## src/design/psd_pkg.sv

```systemverilog
package psd_pkg;

    // Parser phases
    localparam logic [3:0] PH_IDLE       = 4'd0;
    localparam logic [3:0] PH_START      = 4'd1;
    localparam logic [3:0] PH_RESYNC     = 4'd2;
    localparam logic [3:0] PH_PESNEXT    = 4'd3;
    localparam logic [3:0] PH_PACK_FIX   = 4'd4;
    localparam logic [3:0] PH_PACK_STUFF = 4'd5;
    localparam logic [3:0] PH_PACK_NEXT  = 4'd6;
    localparam logic [3:0] PH_SYS_LEN    = 4'd7;
    localparam logic [3:0] PH_SYS_SKIP   = 4'd8;
    localparam logic [3:0] PH_MAP_CODE   = 4'd9;
    localparam logic [3:0] PH_MAP_LEN    = 4'd10;
    localparam logic [3:0] PH_MAP_SKIP   = 4'd11;
    localparam logic [3:0] PH_PES_HDR    = 4'd12;
    localparam logic [3:0] PH_PES_EXT    = 4'd13;
    localparam logic [3:0] PH_BODY       = 4'd14;
    localparam logic [3:0] PH_CONT       = 4'd15;

    // Stream ids after the 00 00 01 prefix
    localparam logic [7:0] ID_PACK  = 8'hba;
    localparam logic [7:0] ID_SYS   = 8'hbb;
    localparam logic [7:0] ID_MAP   = 8'hbc;
    localparam logic [7:0] ID_PRIV  = 8'hbd;
    localparam logic [7:0] ID_VIDEO = 8'he0;
    localparam logic [7:0] ID_AUDIO = 8'hc0;
    localparam logic [23:0] START_PREFIX = 24'h000001;

    // Header sizes
    localparam logic [15:0] PACK_FIX_LEN = 16'd10;
    localparam logic [15:0] PES_HDR_LEN  = 16'd5;
    localparam logic [15:0] LEN_FIELD    = 16'd2;
    localparam logic [2:0]  STUFF_MASK   = 3'h7;

    // Event codes
    localparam logic [1:0] EV_BYTE  = 2'd0;
    localparam logic [1:0] EV_LAST  = 2'd1;
    localparam logic [1:0] EV_ABORT = 2'd2;

    // Register indexes
    localparam logic REG_FWD_VIDEO = 1'b0;
    localparam logic REG_FWD_AUDIO = 1'b1;

    // Result queue
    localparam int QDEPTH = 8;
    localparam int QAW    = 3;
    localparam int MAXRES = 4;

    typedef struct packed {
        logic [7:0] out_byte;
        logic [1:0] event_res;
        logic       stream_kind;
    } t_res;

    typedef struct packed {
        logic [2:0]  cnt;
        t_res [3:0]  ent;
    } t_push;

endpackage

```

## src/design/psd_front.sv

```systemverilog
module psd_front (
    input  logic               i_clk,
    input  logic               i_rst_n,
    input  logic               i_accept,
    input  logic [7:0]         i_data_byte,
    input  logic               i_first,
    input  logic               i_last,
    input  logic               i_fwd_video,
    input  logic               i_fwd_audio,
    output psd_pkg::t_push     o_push
);

    logic [3:0]  r_phase, n_phase;
    logic [31:0] r_held, n_held;
    logic [2:0]  r_hcnt, n_hcnt;
    logic [15:0] r_skip, n_skip;
    logic [15:0] r_hf, n_hf;
    logic [15:0] r_fsize, n_fsize;
    logic [15:0] r_fcnt, n_fcnt;
    logic        r_cur, n_cur;
    logic        r_fopen, n_fopen;

    // One byte through the parser, plus replay of held start bytes
    always_comb begin : parse
        logic [3:0]  ph;
        logic [31:0] sh;
        logic        pre;
        logic [7:0]  id;
        logic        do_rep;
        logic [2:0]  rc;
        logic [31:0] rh;
        logic [15:0] rem;
        logic [15:0] remm1;
        logic [1:0]  bidx;
        logic        fwd;
        logic [2:0]  ne;
        n_phase = r_phase;
        n_held  = r_held;
        n_hcnt  = r_hcnt;
        n_skip  = r_skip;
        n_hf    = r_hf;
        n_fsize = r_fsize;
        n_fcnt  = r_fcnt;
        n_cur   = r_cur;
        n_fopen = r_fopen;
        do_rep  = 1'b0;
        rc      = 3'd0;
        rh      = 32'd0;
        rem     = 16'd0;
        remm1   = 16'd0;
        bidx    = 2'd0;
        ne      = 3'd0;
        sh      = 32'd0;
        pre     = 1'b0;
        id      = 8'd0;
        fwd     = r_cur ? i_fwd_audio : i_fwd_video;
        o_push  = '0;

        if (i_first) begin
            n_phase = psd_pkg::PH_START;
            n_held  = 32'd0;
            n_hcnt  = 3'd0;
        end
        ph = n_phase;

        case (ph)
            psd_pkg::PH_START, psd_pkg::PH_RESYNC, psd_pkg::PH_PESNEXT,
            psd_pkg::PH_PACK_NEXT, psd_pkg::PH_MAP_CODE: begin
                sh     = {n_held[23:0], i_data_byte};
                n_held = sh;
                n_hcnt = n_hcnt + 3'd1;
                if (n_hcnt == 3'd4) begin
                    n_hcnt = 3'd0;
                    pre    = (sh[31:8] == psd_pkg::START_PREFIX);
                    id     = sh[7:0];
                    if (ph == psd_pkg::PH_START) begin
                        if (pre && (id == psd_pkg::ID_PACK || id == psd_pkg::ID_VIDEO ||
                                    id == psd_pkg::ID_AUDIO)) begin
                            if (n_fopen) begin
                                o_push.ent[0].out_byte    = 8'd0;
                                o_push.ent[0].event_res   = psd_pkg::EV_ABORT;
                                o_push.ent[0].stream_kind = r_cur;
                                ne      = 3'd1;
                                n_fopen = 1'b0;
                                n_fcnt  = 16'd0;
                            end
                            if (id == psd_pkg::ID_PACK) begin
                                n_phase = psd_pkg::PH_PACK_FIX;
                                n_skip  = psd_pkg::PACK_FIX_LEN;
                            end else begin
                                n_cur   = (id == psd_pkg::ID_AUDIO);
                                n_phase = psd_pkg::PH_PES_HDR;
                                n_skip  = psd_pkg::PES_HDR_LEN;
                                n_hf    = 16'd0;
                            end
                        end else if (pre && id == psd_pkg::ID_PRIV) begin
                            n_phase = psd_pkg::PH_IDLE;
                        end else if (n_fopen) begin
                            n_phase = psd_pkg::PH_CONT;
                            do_rep  = 1'b1;
                            rc      = 3'd4;
                            rh      = sh;
                        end else begin
                            n_phase = psd_pkg::PH_IDLE;
                        end
                    end else if (pre && id == psd_pkg::ID_PACK && ph == psd_pkg::PH_RESYNC) begin
                        n_phase = psd_pkg::PH_PACK_FIX;
                        n_skip  = psd_pkg::PACK_FIX_LEN;
                    end else if (pre && (id == psd_pkg::ID_VIDEO || id == psd_pkg::ID_AUDIO) &&
                                 ph != psd_pkg::PH_MAP_CODE) begin
                        n_cur   = (id == psd_pkg::ID_AUDIO);
                        n_phase = psd_pkg::PH_PES_HDR;
                        n_skip  = psd_pkg::PES_HDR_LEN;
                        n_hf    = 16'd0;
                    end else if (pre && id == psd_pkg::ID_SYS &&
                                 ph == psd_pkg::PH_PACK_NEXT) begin
                        n_phase = psd_pkg::PH_SYS_LEN;
                        n_skip  = psd_pkg::LEN_FIELD;
                        n_hf    = 16'd0;
                    end else if (pre && id == psd_pkg::ID_MAP &&
                                 ph == psd_pkg::PH_MAP_CODE) begin
                        n_phase = psd_pkg::PH_MAP_LEN;
                        n_skip  = psd_pkg::LEN_FIELD;
                        n_hf    = 16'd0;
                    end else begin
                        n_phase = psd_pkg::PH_IDLE;
                    end
                end
            end
            psd_pkg::PH_PACK_FIX: begin
                n_skip = n_skip - 16'd1;
                if (n_skip == 16'd0) begin
                    if ((i_data_byte[2:0] & psd_pkg::STUFF_MASK) != 3'd0) begin
                        n_skip  = {13'd0, i_data_byte[2:0]};
                        n_phase = psd_pkg::PH_PACK_STUFF;
                    end else begin
                        n_phase = psd_pkg::PH_PACK_NEXT;
                        n_held  = 32'd0;
                        n_hcnt  = 3'd0;
                    end
                end
            end
            psd_pkg::PH_PACK_STUFF: begin
                n_skip = n_skip - 16'd1;
                if (n_skip == 16'd0) begin
                    n_phase = psd_pkg::PH_PACK_NEXT;
                    n_held  = 32'd0;
                    n_hcnt  = 3'd0;
                end
            end
            psd_pkg::PH_SYS_LEN, psd_pkg::PH_MAP_LEN: begin
                n_hf   = {n_hf[7:0], i_data_byte};
                n_skip = n_skip - 16'd1;
                if (n_skip == 16'd0) begin
                    if (n_hf == 16'd0) begin
                        n_phase = (ph == psd_pkg::PH_SYS_LEN) ? psd_pkg::PH_MAP_CODE
                                                              : psd_pkg::PH_PESNEXT;
                        n_held  = 32'd0;
                        n_hcnt  = 3'd0;
                    end else begin
                        n_skip  = n_hf;
                        n_phase = ph + 4'd1;
                    end
                end
            end
            psd_pkg::PH_SYS_SKIP, psd_pkg::PH_MAP_SKIP: begin
                n_skip = n_skip - 16'd1;
                if (n_skip == 16'd0) begin
                    n_phase = (ph == psd_pkg::PH_SYS_SKIP) ? psd_pkg::PH_MAP_CODE
                                                           : psd_pkg::PH_PESNEXT;
                    n_held  = 32'd0;
                    n_hcnt  = 3'd0;
                end
            end
            psd_pkg::PH_PES_HDR: begin
                n_skip = n_skip - 16'd1;
                if (n_skip == 16'd4) begin
                    n_hf = {i_data_byte, 8'd0};
                end else if (n_skip == 16'd3) begin
                    n_hf = {n_hf[15:8], i_data_byte};
                end else if (n_skip == 16'd0) begin
                    if ({1'b0, n_hf} < (17'd3 + {9'd0, i_data_byte})) begin
                        n_phase = psd_pkg::PH_IDLE;
                    end else begin
                        n_fsize = n_hf - 16'd3 - {8'd0, i_data_byte};
                        if (i_data_byte != 8'd0) begin
                            n_skip  = {8'd0, i_data_byte};
                            n_phase = psd_pkg::PH_PES_EXT;
                        end else begin
                            n_fcnt = 16'd0;
                            if (n_fsize == 16'd0) begin
                                n_fopen = 1'b0;
                                n_phase = psd_pkg::PH_PESNEXT;
                                n_held  = 32'd0;
                                n_hcnt  = 3'd0;
                            end else begin
                                n_fopen = 1'b1;
                                n_phase = psd_pkg::PH_BODY;
                            end
                        end
                    end
                end
            end
            psd_pkg::PH_PES_EXT: begin
                n_skip = n_skip - 16'd1;
                if (n_skip == 16'd0) begin
                    n_fcnt = 16'd0;
                    if (n_fsize == 16'd0) begin
                        n_fopen = 1'b0;
                        n_phase = psd_pkg::PH_PESNEXT;
                        n_held  = 32'd0;
                        n_hcnt  = 3'd0;
                    end else begin
                        n_fopen = 1'b1;
                        n_phase = psd_pkg::PH_BODY;
                    end
                end
            end
            psd_pkg::PH_BODY, psd_pkg::PH_CONT: begin
                if (!n_fopen) begin
                    n_phase = psd_pkg::PH_IDLE;
                end else begin
                    n_fcnt = n_fcnt + 16'd1;
                    o_push.ent[0].out_byte    = i_data_byte;
                    o_push.ent[0].stream_kind = r_cur;
                    ne = 3'd1;
                    if (n_fcnt >= n_fsize) begin
                        o_push.ent[0].event_res = psd_pkg::EV_LAST;
                        n_fopen = 1'b0;
                        n_fcnt  = 16'd0;
                        n_phase = (ph == psd_pkg::PH_BODY) ? psd_pkg::PH_PESNEXT
                                                           : psd_pkg::PH_RESYNC;
                        n_held  = 32'd0;
                        n_hcnt  = 3'd0;
                    end else begin
                        o_push.ent[0].event_res = psd_pkg::EV_BYTE;
                    end
                end
            end
            default: begin
            end
        endcase

        // Packet ends with a partial start code inside an open frame
        if (i_last && n_phase == psd_pkg::PH_START && n_hcnt != 3'd0 && n_fopen) begin
            do_rep = 1'b1;
            rc     = n_hcnt;
            rh     = n_held;
        end

        // Replay held bytes as frame data; the frame may end partway
        if (do_rep) begin
            rem   = n_fsize - n_fcnt;
            remm1 = rem - 16'd1;
            for (int k = 0; k < psd_pkg::MAXRES; k++) begin
                if (3'(k) < rc && 16'(k) <= remm1) begin
                    bidx = 2'(rc - 3'd1 - 3'(k));
                    o_push.ent[k].out_byte    = rh[8*bidx +: 8];
                    o_push.ent[k].event_res   = (16'(k) == remm1) ? psd_pkg::EV_LAST
                                                                  : psd_pkg::EV_BYTE;
                    o_push.ent[k].stream_kind = r_cur;
                    ne = 3'(k + 1);
                end
            end
            if ({13'd0, rc} < rem) begin
                n_fcnt  = n_fcnt + {13'd0, rc};
                n_phase = psd_pkg::PH_CONT;
                n_hcnt  = 3'd0;
            end else begin
                n_fopen = 1'b0;
                n_fcnt  = 16'd0;
                n_phase = psd_pkg::PH_RESYNC;
                n_hcnt  = rc - rem[2:0];
                n_held  = rh;
            end
        end

        if (i_last) begin
            n_phase = psd_pkg::PH_IDLE;
            n_hcnt  = 3'd0;
        end

        o_push.cnt = (i_accept && fwd) ? ne : 3'd0;
    end

    // Parser state
    always_ff @(posedge i_clk) begin
        if (!i_rst_n) begin
            r_phase <= psd_pkg::PH_IDLE;
            r_held  <= 32'd0;
            r_hcnt  <= 3'd0;
            r_skip  <= 16'd0;
            r_hf    <= 16'd0;
            r_fsize <= 16'd0;
            r_fcnt  <= 16'd0;
            r_cur   <= 1'b0;
            r_fopen <= 1'b0;
        end else if (i_accept) begin
            r_phase <= n_phase;
            r_held  <= n_held;
            r_hcnt  <= n_hcnt;
            r_skip  <= n_skip;
            r_hf    <= n_hf;
            r_fsize <= n_fsize;
            r_fcnt  <= n_fcnt;
            r_cur   <= n_cur;
            r_fopen <= n_fopen;
        end
    end

endmodule

```

## src/design/psd_queue.sv

```systemverilog
module psd_queue (
    input  logic            i_clk,
    input  logic            i_rst_n,
    input  psd_pkg::t_push  i_push,
    output logic            o_room,
    output logic            o_m_tvalid,
    input  logic            i_m_tready,
    output logic [7:0]      o_m_tdata,
    output logic [2:0]      o_m_tuser
);

    psd_pkg::t_res [psd_pkg::QDEPTH-1:0] r_mem;
    logic [psd_pkg::QAW-1:0] r_wr, r_rd;
    logic [psd_pkg::QAW:0]   r_cnt, n_cnt;
    logic                    pop;

    assign pop        = o_m_tvalid && i_m_tready;
    assign o_m_tvalid = (r_cnt != '0);
    assign o_m_tdata  = r_mem[r_rd].out_byte;
    assign o_m_tuser  = {r_mem[r_rd].stream_kind, r_mem[r_rd].event_res};
    // Front may step only if a full burst of results fits
    assign o_room     = (r_cnt <= (psd_pkg::QAW+1)'(psd_pkg::QDEPTH - psd_pkg::MAXRES));
    assign n_cnt      = r_cnt + (psd_pkg::QAW+1)'(i_push.cnt) - {{psd_pkg::QAW{1'b0}}, pop};

    // Burst write of up to four results
    always_ff @(posedge i_clk) begin
        for (int k = 0; k < psd_pkg::MAXRES; k++) begin
            if (3'(k) < i_push.cnt) begin
                r_mem[r_wr + psd_pkg::QAW'(k)] <= i_push.ent[k];
            end
        end
    end

    // Pointers and fill count
    always_ff @(posedge i_clk) begin
        if (!i_rst_n) begin
            r_wr  <= '0;
            r_rd  <= '0;
            r_cnt <= '0;
        end else begin
            r_wr  <= r_wr + psd_pkg::QAW'(i_push.cnt);
            r_rd  <= r_rd + psd_pkg::QAW'(pop);
            r_cnt <= n_cnt;
        end
    end

endmodule

```

## src/design/program_stream_pes_demux.sv

```systemverilog
// Result beats are written to the result queue as their input beat is accepted.
// Throughput: one input beat per cycle; the front stalls while the 8-entry result
// queue holds more than 4 beats; it drains a beat per cycle if i_m_tready is high.
// An input beat can cause up to 4 result beats (replayed start-code bytes).
// Reset (i_rst_n low, synchronous) idles the parser, empties the queue and sets
// forward_video = 1, forward_audio = 0.
module program_stream_pes_demux (
    input  logic        i_clk,
    input  logic        i_rst_n,
    input  logic        i_s_tvalid,
    output logic        o_s_tready,
    input  logic [7:0]  i_s_tdata,   // [7:0] data_byte
    input  logic        i_s_tuser,   // [0] first_of_packet
    input  logic        i_s_tlast,   // last_of_packet
    output logic        o_m_tvalid,
    input  logic        i_m_tready,
    output logic [7:0]  o_m_tdata,   // [7:0] out_byte
    output logic [2:0]  o_m_tuser,   // [1:0] event_res, [2] stream_kind
    input  logic        psel,
    input  logic        penable,
    input  logic        pwrite,
    input  logic [2:0]  paddr,
    input  logic [31:0] pwdata,
    output logic [31:0] prdata,
    output logic        pready
);

    logic           r_fwd_video;
    logic           r_fwd_audio;
    logic           accept;
    logic           room;
    psd_pkg::t_push push;

    assign pready     = 1'b1;
    assign o_s_tready = room;
    assign accept     = i_s_tvalid && room;

    // Config registers
    always_ff @(posedge i_clk) begin
        if (!i_rst_n) begin
            r_fwd_video <= 1'b1;
            r_fwd_audio <= 1'b0;
        end else if (psel && penable && pwrite) begin
            if (paddr[2] == psd_pkg::REG_FWD_VIDEO) r_fwd_video <= pwdata[0];
            if (paddr[2] == psd_pkg::REG_FWD_AUDIO) r_fwd_audio <= pwdata[0];
        end
    end

    assign prdata = {31'd0, (paddr[2] == psd_pkg::REG_FWD_AUDIO) ? r_fwd_audio : r_fwd_video};

    psd_front u_front (
        .i_clk       (i_clk),
        .i_rst_n     (i_rst_n),
        .i_accept    (accept),
        .i_data_byte (i_s_tdata),
        .i_first     (i_s_tuser),
        .i_last      (i_s_tlast),
        .i_fwd_video (r_fwd_video),
        .i_fwd_audio (r_fwd_audio),
        .o_push      (push)
    );

    psd_queue u_queue (
        .i_clk      (i_clk),
        .i_rst_n    (i_rst_n),
        .i_push     (push),
        .o_room     (room),
        .o_m_tvalid (o_m_tvalid),
        .i_m_tready (i_m_tready),
        .o_m_tdata  (o_m_tdata),
        .o_m_tuser  (o_m_tuser)
    );

endmodule
```

## config.mk

```make
export PLATFORM = sky130hd
export DESIGN_NAME = program_stream_pes_demux
export DESIGN_NICKNAME = d
export VERILOG_FILES = /design/src/design/psd_pkg.sv /design/src/design/psd_front.sv /design/src/design/psd_queue.sv /design/src/design/program_stream_pes_demux.sv
export SDC_FILE = /design/constraint.sdc
export NUM_CORES = 1
export LEC_CHECK = 0
export BUFFER_PORTS_ARGS = -buffer_cell sky130_fd_sc_hd__buf_2
export CORE_MARGIN = 3
export CORE_UTILIZATION = 50
export CTS_CLUSTER_SIZE = 24
export DETAILED_ROUTE_END_ITERATION = 7
export GPL_ROUTABILITY_DRIVEN = 1
export PLACE_DENSITY = 0.7
export SETUP_SLACK_MARGIN = 0.15
export SYNTH_ARGS = -nofsm -noshare
export SYNTH_HDL_FRONTEND = slang
export SYNTH_HIERARCHICAL = 1
export SYNTH_SLANG_ARGS = --single-unit
```

## constraint.sdc

```tcl
create_clock -name i_clk -period 9.26 [get_ports i_clk]
set_input_delay 1.389 -clock i_clk [delete_from_list [all_inputs] [get_ports i_clk]]
set_output_delay 1.389 -clock i_clk [all_outputs]
set_load 0.005 [all_outputs]
```

==> reports/qor.yml, run 1 <==
run_status:
  status: "finished clean"
cts:
  clock_latency_ps: 590
  clockRootBuffer: "clkbuf_16"
  cts_hold_buf: 0
  ctsHtreeMaxLevel: 1
  cts_tree: "done"
  cts_buffers: 27
  cts.sinks: 205
  cts.path.max_buffers: 3
  clk_pin_slew_worst_paths_ps: 60
synth:
  synth.most_common_cell: "nor2_1"
  synth-main-ff-cell: "dfxtp_1"
  synth_cell_types: 111
  ys_ff_latch: 205
  syn-mean-instance-area_um2: 7.49
  yosys_warnings: 6
  synth_edf_count: 0
  synth_top_area_share_pct: 21.3
  synth_common_cells: "nor2_1 (321), dfxtp_1 (205), nand2_1 (172)"
  synth_area_mm2: 0.0193
  synth_area_leaders: "dfxtp_1 (21%), nor2_1 (6.2%), ha_1 (5.8%)"
  postSynthCellCount: 2576
  seq_area_frac_synth_pct: 21.3
  yosysTopAreaCell: "dfxtp_1"
  async_reset_ff_share_pct: 0
finish:
  areaGrowthSynthToFinish_pct: 8.50
  drive_gt1_share_pct: 12.3
  layout.nets: 2653
  antenna_cells: 0
  num-fill-cells: 3602
worst_setup_path:
  crit_slowest_cell: "or4_2"
  critPathMostFrequentCell: "buf_4"
  crit_arrival_ps: 9110
  critPathMaxStageDelay_ps: 750
  path_max_fanout: 48
  cp.required_ps: 9730
  cp-start-kind: "flop"
  crit_type: "flop to flop"
  worst_setup_path_end_kind: "flop"
worst_hold_path:
  hp-class: "flop to flop"
floorplanning:
  initial_utilization_pct: 51.0
  core_area_mm2: 0.0378
  row_count: 71
  die_w_um: 202
  fp.dieH_um: 202
  die_area_mm2: 0.0410
  ios: 98
timing:
  hold_slack_ps: 481
  fin_skew_ps: 27.8
  drv_slew: 0
  clock.fmax_mhz: 116
  post-route-period-util_pct: 93.3
  period_needed_ps: 8640
  setup_slack_ps: 623
  finalSetupViolCount: 0
  hold_viol_final: 0
  grt_setup_unrepaired: "false"
  maxSlewHeadroom_pct: 15.0
  tightest_slew_ps: 1270
grt:
  gr-total-overflow: 0
  grt_antenna_before_repair: 2
  grt_pass1_vias: 19000
  grt_pass1_wl_um: 106000
  grt_use_total_pct: 31.4
  grt_max_degree: 57
pwr:
  power_density_mw_per_mm2: 156
  p_sw_share_pct: 36.9
  vdd_drop_max_mv: 0.135
  clockPowerShare_pct: 34.9
  power.leakage_nw: 8.25
  p_seq_share_pct: 30.0
  p_switching_mw: 1.20
  combPwrFrac_pct: 35.1
  intPower_mw: 2.06
drt:
  wl_per_cell_um: 22.4
  drc_errors: 0
  wl_um: 67900
  dr.pass1.iters: 6
  num_vias: 20300
  drt_iter0_drc: 2577
  detail-route-antenna-nets: 0
  viasPerCell: 6.68
placement:
  dp_hpwl_um: 49700
  dpl_worst_slack_ps: -318
  routabilityCongestion: 0.962
  port_buffers: 32
job:
  drv_cap: 0
## area by class of cell
cell class / count / area [µm²] / share of cell area [%]
clock buffer: 40 / 805 / 3.84
clock inverter: 8 / 134 / 0.640
inverter: 95 / 357 / 1.70
multi-input combinational: 2051 / 14000 / 67.0
sequential: 205 / 4110 / 19.6
tap: 511 / 639 / 3.06
timing repair buffer: 125 / 875 / 4.18
## through the flow
stage | cells | total power, mW | utilization, % | instance area, µm² | TNS (ps)
detailed placement | 2980 | 2.07 | 52.1 | 19700 | -21610
floorplan | 2608 | 1.81 | - | 19400 | 0
global placement | 2980 | 2.05 | 52.1 | 19700 | -16320
global route | 3035 | 3.42 | 55.3 | 20900 | 0
finish | 3035 | 3.26 | 55.3 | 20900 | 0
CTS | 3028 | 3.21 | 54.5 | 20600 | 0
## cells in the final DEF, fill, tap and decap left out, types with 24 or more instances in the layout
cell       count
a21oi_1      101
nand3_1       46
nor3_1       131
o31ai_1       99
buf_4         91
xor2_1        24
a22oi_1      123
nor2_1       315
o21ai_0      104
inv_1         91
conb_1        35
and2_1        43
xnor2_1       48
ha_1          87
mux2i_1       70
dfxtp_1      203
nor2b_1       39
buf_2         32
a211oi_1      98
clkbuf_16     27
and3_1        62
nand2_1      167
## critical path: cells and delay by family (launching register included)
kind	cells	cell delay, ps
simple gates	15	3840
buf+inv	5	850
fa+ha+maj	3	820
xor+xnor	1	170
flops	1	390
compound gates	11	2370
## registers in the layout, summed over array words and instances (netlist names), 3 cells and up
| name | cells |
|---|---|
| u_front/r_fcnt | 16 |
| u_front/r_fsize | 16 |
| u_front/r_hcnt | 3 |
| u_front/r_held | 32 |
| u_front/r_hf | 16 |
| u_front/r_phase | 4 |
| u_front/r_skip | 16 |
| u_queue/r_cnt | 4 |
| u_queue/r_mem | 88 |
| u_queue/r_rd | 3 |
| u_queue/r_wr | 3 |
## cell families after synthesis
family / count (synthesis) / synth area share (%)
simple gates: 991 / 25.8
flops: 205 / 21.3
buf+inv: 353 / 8.06
mux: 109 / 7.19
other cells: 3 / 0.0584
compound gates: 742 / 27.5
xor+xnor: 77 / 3.71
fa+ha+maj: 96 / 6.46
## timing repair
item	in CTS	in global routing
resized for setup	1	56
endpoints found under the setup margin	90	93
buffers inserted	0	6
cloned	0	1
pin swaps	0	6
## final timing paths
path	end	from	slack, ps	cells after the start
worst min register to register	r_fwd_audio	r_fwd_audio	480	2
worst max register to register	u_queue/r_mem[54]	u_front/r_fcnt[1]	620	35
worst max-delay path	u_queue/r_mem[54]	u_front/r_fcnt[1]	620	35
worst min-delay path	r_fwd_audio	r_fwd_audio	480	2
## power by group through the flow
| stage | combinational [mW] | clock (mW) | sequential [mW] |
|---|---|---|---|
| finish | 1.15 | 1.14 | 0.977 |
| global route | 1.26 | 1.18 | 0.981 |
| CTS | 1.09 | 1.15 | 0.973 |
| detailed placement | 1.08 | 0 | 0.992 |
| global placement | 1.06 | 0 | 0.990 |
| floorplan | 0.844 | 0 | 0.970 |
## per-layer routing
metal | routed length [µm] | global-route usage [%] | up-vias
met1 | 28600 | 43.6 | 9634
met2 | 30500 | 50.1 | 1170
met5 | 12 | 0 | -
met4 | 2620 | 11.7 | 2
met3 | 6130 | 4.06 | 193
li1 | - | - | 9274
No activity file was read; power rests on OpenSTA's default activity.
==> run 2, diff against run 1 <==
Settings changed: BUFFER_PORTS_ARGS -buffer_cell sky130_fd_sc_hd__buf_2 to -buffer_cell sky130_fd_sc_hd__clkbuf_2, CORE_UTILIZATION 50 to 49, PLACE_DENSITY 0.7 to 0.69, SYNTH_HIERARCHICAL 1 to default.
==> run 2 against run 1 <==
  * Area after synthesis is 1.7% lower
  * Routed wire length is 1.8% higher
  * Design area is 2.0% lower
  * Via count is 1.9% higher
  * Hold slack worse by 17 ps
  * First-iteration DRC count is 9.2% higher
  * Largest cell class unchanged
  * Fmax is 0.34% lower
  * Clock skew hardly changed
  * Register-to-register slack better by 70 ps
==> reports/qor.yml, run 2 <==
synth:
  synth_xor_area_share_pct: 3.12  # was 3.71%
  synth_top_family_by_area: "compound AO/OA/AOI/OAI gates"  # unchanged
  synth_area_leaders: "dfxtp_1 (22%), ha_1 (6.0%), nor2_1 (5.2%)"  # was dfxtp_1 (21%), nor2_1 (6.2%), ha_1 (5.8%)
  synth-main-ff-cell: "dfxtp_1"  # unchanged
  synth_mux_area_share_pct: 6.25  # was 7.19%
  synth_area_mm2: 0.0190  # was 0.0193 mm²
  postSynthCellCount: 2565  # was 2,576
  yosys_warnings: 0  # was 6
  ys_ff_latch: 205  # unchanged
  synth.most_common_cell: "nor2_1"  # unchanged
  synth_edf_count: 0  # unchanged
  async_reset_ff_share_pct: 0  # unchanged
  synthSimpleGateAreaFrac_pct: 25.3  # was 25.8%
  yosysTopAreaCell: "dfxtp_1"  # unchanged
  synth_cell_types: 108  # was 111
  syn-mean-instance-area_um2: 7.39  # was 7.49 µm²
  synth-compound-area-share_pct: 29.5  # was 27.5%
  synthAdderAreaFrac_pct: 6.64  # was 6.46%
  synth_top_area_share_pct: 21.7  # was 21.3%
  synth_common_cells: "nor2_1 (265), nand2_1 (252), dfxtp_1 (205)"  # was nor2_1 (321), dfxtp_1 (205), nand2_1 (172)
  seq_area_frac_synth_pct: 21.7  # was 21.3%
cts:
  clk_pin_slew_worst_paths_ps: 60  # about the same
  cts_tree: "done"  # unchanged
  cts_buffers: 27  # unchanged
  clock_latency_ps: 590  # about the same
  cts.path.max_buffers: 3  # unchanged
  cts.sinks: 205  # unchanged
  cts_hold_buf: 0  # unchanged
  ctsHtreeMaxLevel: 1  # unchanged
  clockRootBuffer: "clkbuf_16"  # unchanged
worst_setup_path:
  critical_path_buf_inv_count: 4  # was 5
  cp-start-kind: "input pin"  # was flop
  crit_slowest_cell: "and3_1"  # was or4_2
  crit_arrival_ps: 9100  # was 9110 ps
  cp.required_ps: 9690  # was 9730 ps
  crit_type: "input pin to flop"  # was flop to flop
  critPathMaxStageDelay_ps: 570  # was 750 ps
  worst_setup_path_end_kind: "flop"  # unchanged
  crit_family: "compound AO/OA/AOI/OAI gates"  # was simple AND/OR/NAND/NOR gates
  path_max_fanout: 14  # was 48
floorplanning:
  core_area_mm2: 0.0379  # was 0.0378 mm²
  row_count: 71  # unchanged
  fp.dieH_um: 203  # was 202 µm
  ios: 98  # unchanged
  die_w_um: 203  # was 202 µm
  initial_utilization_pct: 50.0  # was 51.0%
  die_area_mm2: 0.0411  # was 0.0410 mm²
timing:
  period_needed_ps: 8670  # was 8640 ps
  tns_ps: 0  # unchanged
  clock.fmax_mhz: 115  # was 116 MHz
  hold_viol_final: 0  # unchanged
  post-route-period-util_pct: 93.6  # was 93.3%
  grt_setup_unrepaired: "false"  # unchanged
  fin_skew_ps: 28.1  # was 27.8 ps
  maxSlewHeadroom_pct: 23.8  # was 15.0%
  drv_slew: 0  # unchanged
  finalSetupViolCount: 0  # unchanged
  tightest_slew_ps: 1140  # was 1270 ps
  setup_slack_ps: 594  # was 623 ps
finish:
  largest_registers: "u_queue.r_mem (88), u_front.r_held (32)"  # was u_queue/r_mem (88), u_front/r_held (32)
  antenna_cells: 0  # unchanged
  mostFrequentLayoutCells: "nor2_1 (263), nand2_1 (251), dfxtp_1 (205), a21oi_1 (171), o21ai_0 (143)"  # was nor2_1 (315), dfxtp_1 (203), nand2_1 (167), nor3_1 (131), a22oi_1 (123)
  largest_register_ffs: 88  # unchanged
  areaGrowthSynthToFinish_pct: 8.17  # was 8.50%
  mostFrequentLayoutCell: "nor2_1"  # unchanged
  finish.utilization_pct: 54.1  # was 55.3%
  final_cells: 3063  # was 3,035
  multi_input_area_mm2: 0.0136  # was 0.0140 mm²
  layout.nets: 2680  # was 2,653
  design_area_mm2: 0.0205  # was 0.0209 mm²
  num-fill-cells: 3647  # was 3,602
  drive_gt1_share_pct: 11.7  # was 12.3%
  seqCellArea_mm2: 0.00410  # was 0.00411 mm²
  top_register: "u_queue.r_mem"  # was u_queue/r_mem
placement:
  routabilityCongestion: 1.01  # was 0.962
  port_buffers: 32  # unchanged
  dpl_worst_slack_ps: 128  # was -318 ps
  dp_hpwl_um: 48700  # was 49,700 µm
  place_area_mm2: 0.0196  # was 0.0197 mm²
  dp.cells: 3013  # was 2,980
pwr:
  power_density_mw_per_mm2: 170  # was 156 mW/mm²
  vdd_drop_max_mv: 0.258  # was 0.135 mV
  power.leakage_nw: 7.79  # was 8.25 nW
grt:
  grt_use_total_pct: 32.0  # was 31.4%
  grt_antenna_before_repair: 0  # was 2
  grt_pass1_vias: 18900  # was 19,000
  grt_pass1_wl_um: 107000  # was 106,000 µm
  grt_max_degree: 88  # was 57
  gr-total-overflow: 0  # unchanged
drt:
  wl_per_cell_um: 22.6  # was 22.4 µm
  drc_errors: 0  # unchanged
  dr.pass1.iters: 7  # was 6
  detail-route-antenna-nets: 0  # unchanged
  viasPerCell: 6.75  # was 6.68
  num_vias: 20700  # was 20,300
  drt_iter0_drc: 2815  # was 2,577
  wl_um: 69100  # was 67,900 µm
job:
  drv_cap: 0  # unchanged
worst_hold_path:
  hp-class: "flop to flop"  # unchanged
run_status:
  status: "finished clean"  # unchanged
run 2: kinds of logic after synthesis:
kind of cell,after synthesis
AOI/OAI and AO/OA,809
muxes,88
other,2
adders and majority gates,97
DFF,205
and+or+nand+nor,981
buffers and inverters,317
xor gates and xnor gates,66
run 2: metal layers:
| metal | up-vias | routed length, µm | GRT usage (%) |
|---|---|---|---|
| li1 | 9434 | - | - |
| met1 | 9675 | 28300 | 44.0 |
| met2 | 1302 | 29800 | 49.9 |
| met3 | 252 | 7900 | 5.90 |
| met4 | 0 | 3110 | 12.8 |
| met5 | - | 0 | 0 |
run 2: stage by stage:
step	hold WS [ps]	power, mW
finish	464	3.49
CTS	458	3.47
global placement	442	2.31
global route	494	3.68
floorplan	436	2.03
detailed placement	450	2.35
run 2: area by class of cell:
cell class / count / share of cell area, %
multi-input combinational: 2073 / 66.3
sequential: 205 / 20.0
timing repair buffer: 124 / 4.15
clock buffer: 32 / 3.53
tap: 511 / 3.12
inverter: 100 / 1.84
clock inverter: 18 / 1.00
run 2: power by group:
part           internal, mW  leakage (nW)  switching [mW]
combinational         0.532          5.67           0.769
sequential            0.991          1.66          0.0780
clock                 0.650         0.456           0.470
total                  2.17          7.79            1.32
run 2: worst paths after layout:
check | start | to | slack [ps] | cells after the start
max | i_s_tdata[0] | u_queue.r_mem[50] | 590 | 30
min | u_front.r_held[31] | u_front.r_held[31] | 460 | 2
max reg2reg | u_front.r_fcnt[0] | u_queue.r_mem[50] | 690 | 34
min reg2reg | u_front.r_held[31] | u_front.r_held[31] | 460 | 2
run 2: worst reg2reg max path: cells and delay by family (launching register included):
kind / cells / cell delay (ps)
and+or+nand+nor: 13 / 3240
buffers and inverters: 5 / 830
AOI/OAI and AO/OA: 12 / 2890
adders and majority gates: 3 / 820
xor gates and xnor gates: 1 / 200
DFF: 1 / 430
run 2: what timing repair did:
| item | in CTS | in global routing |
|---|---|---|
| buffers inserted | 0 | 0 |
| endpoints found under the setup margin | 0 | 57 |
| resized for setup | 0 | 7 |
| endpoints found under the hold margin | 0 | 0 |
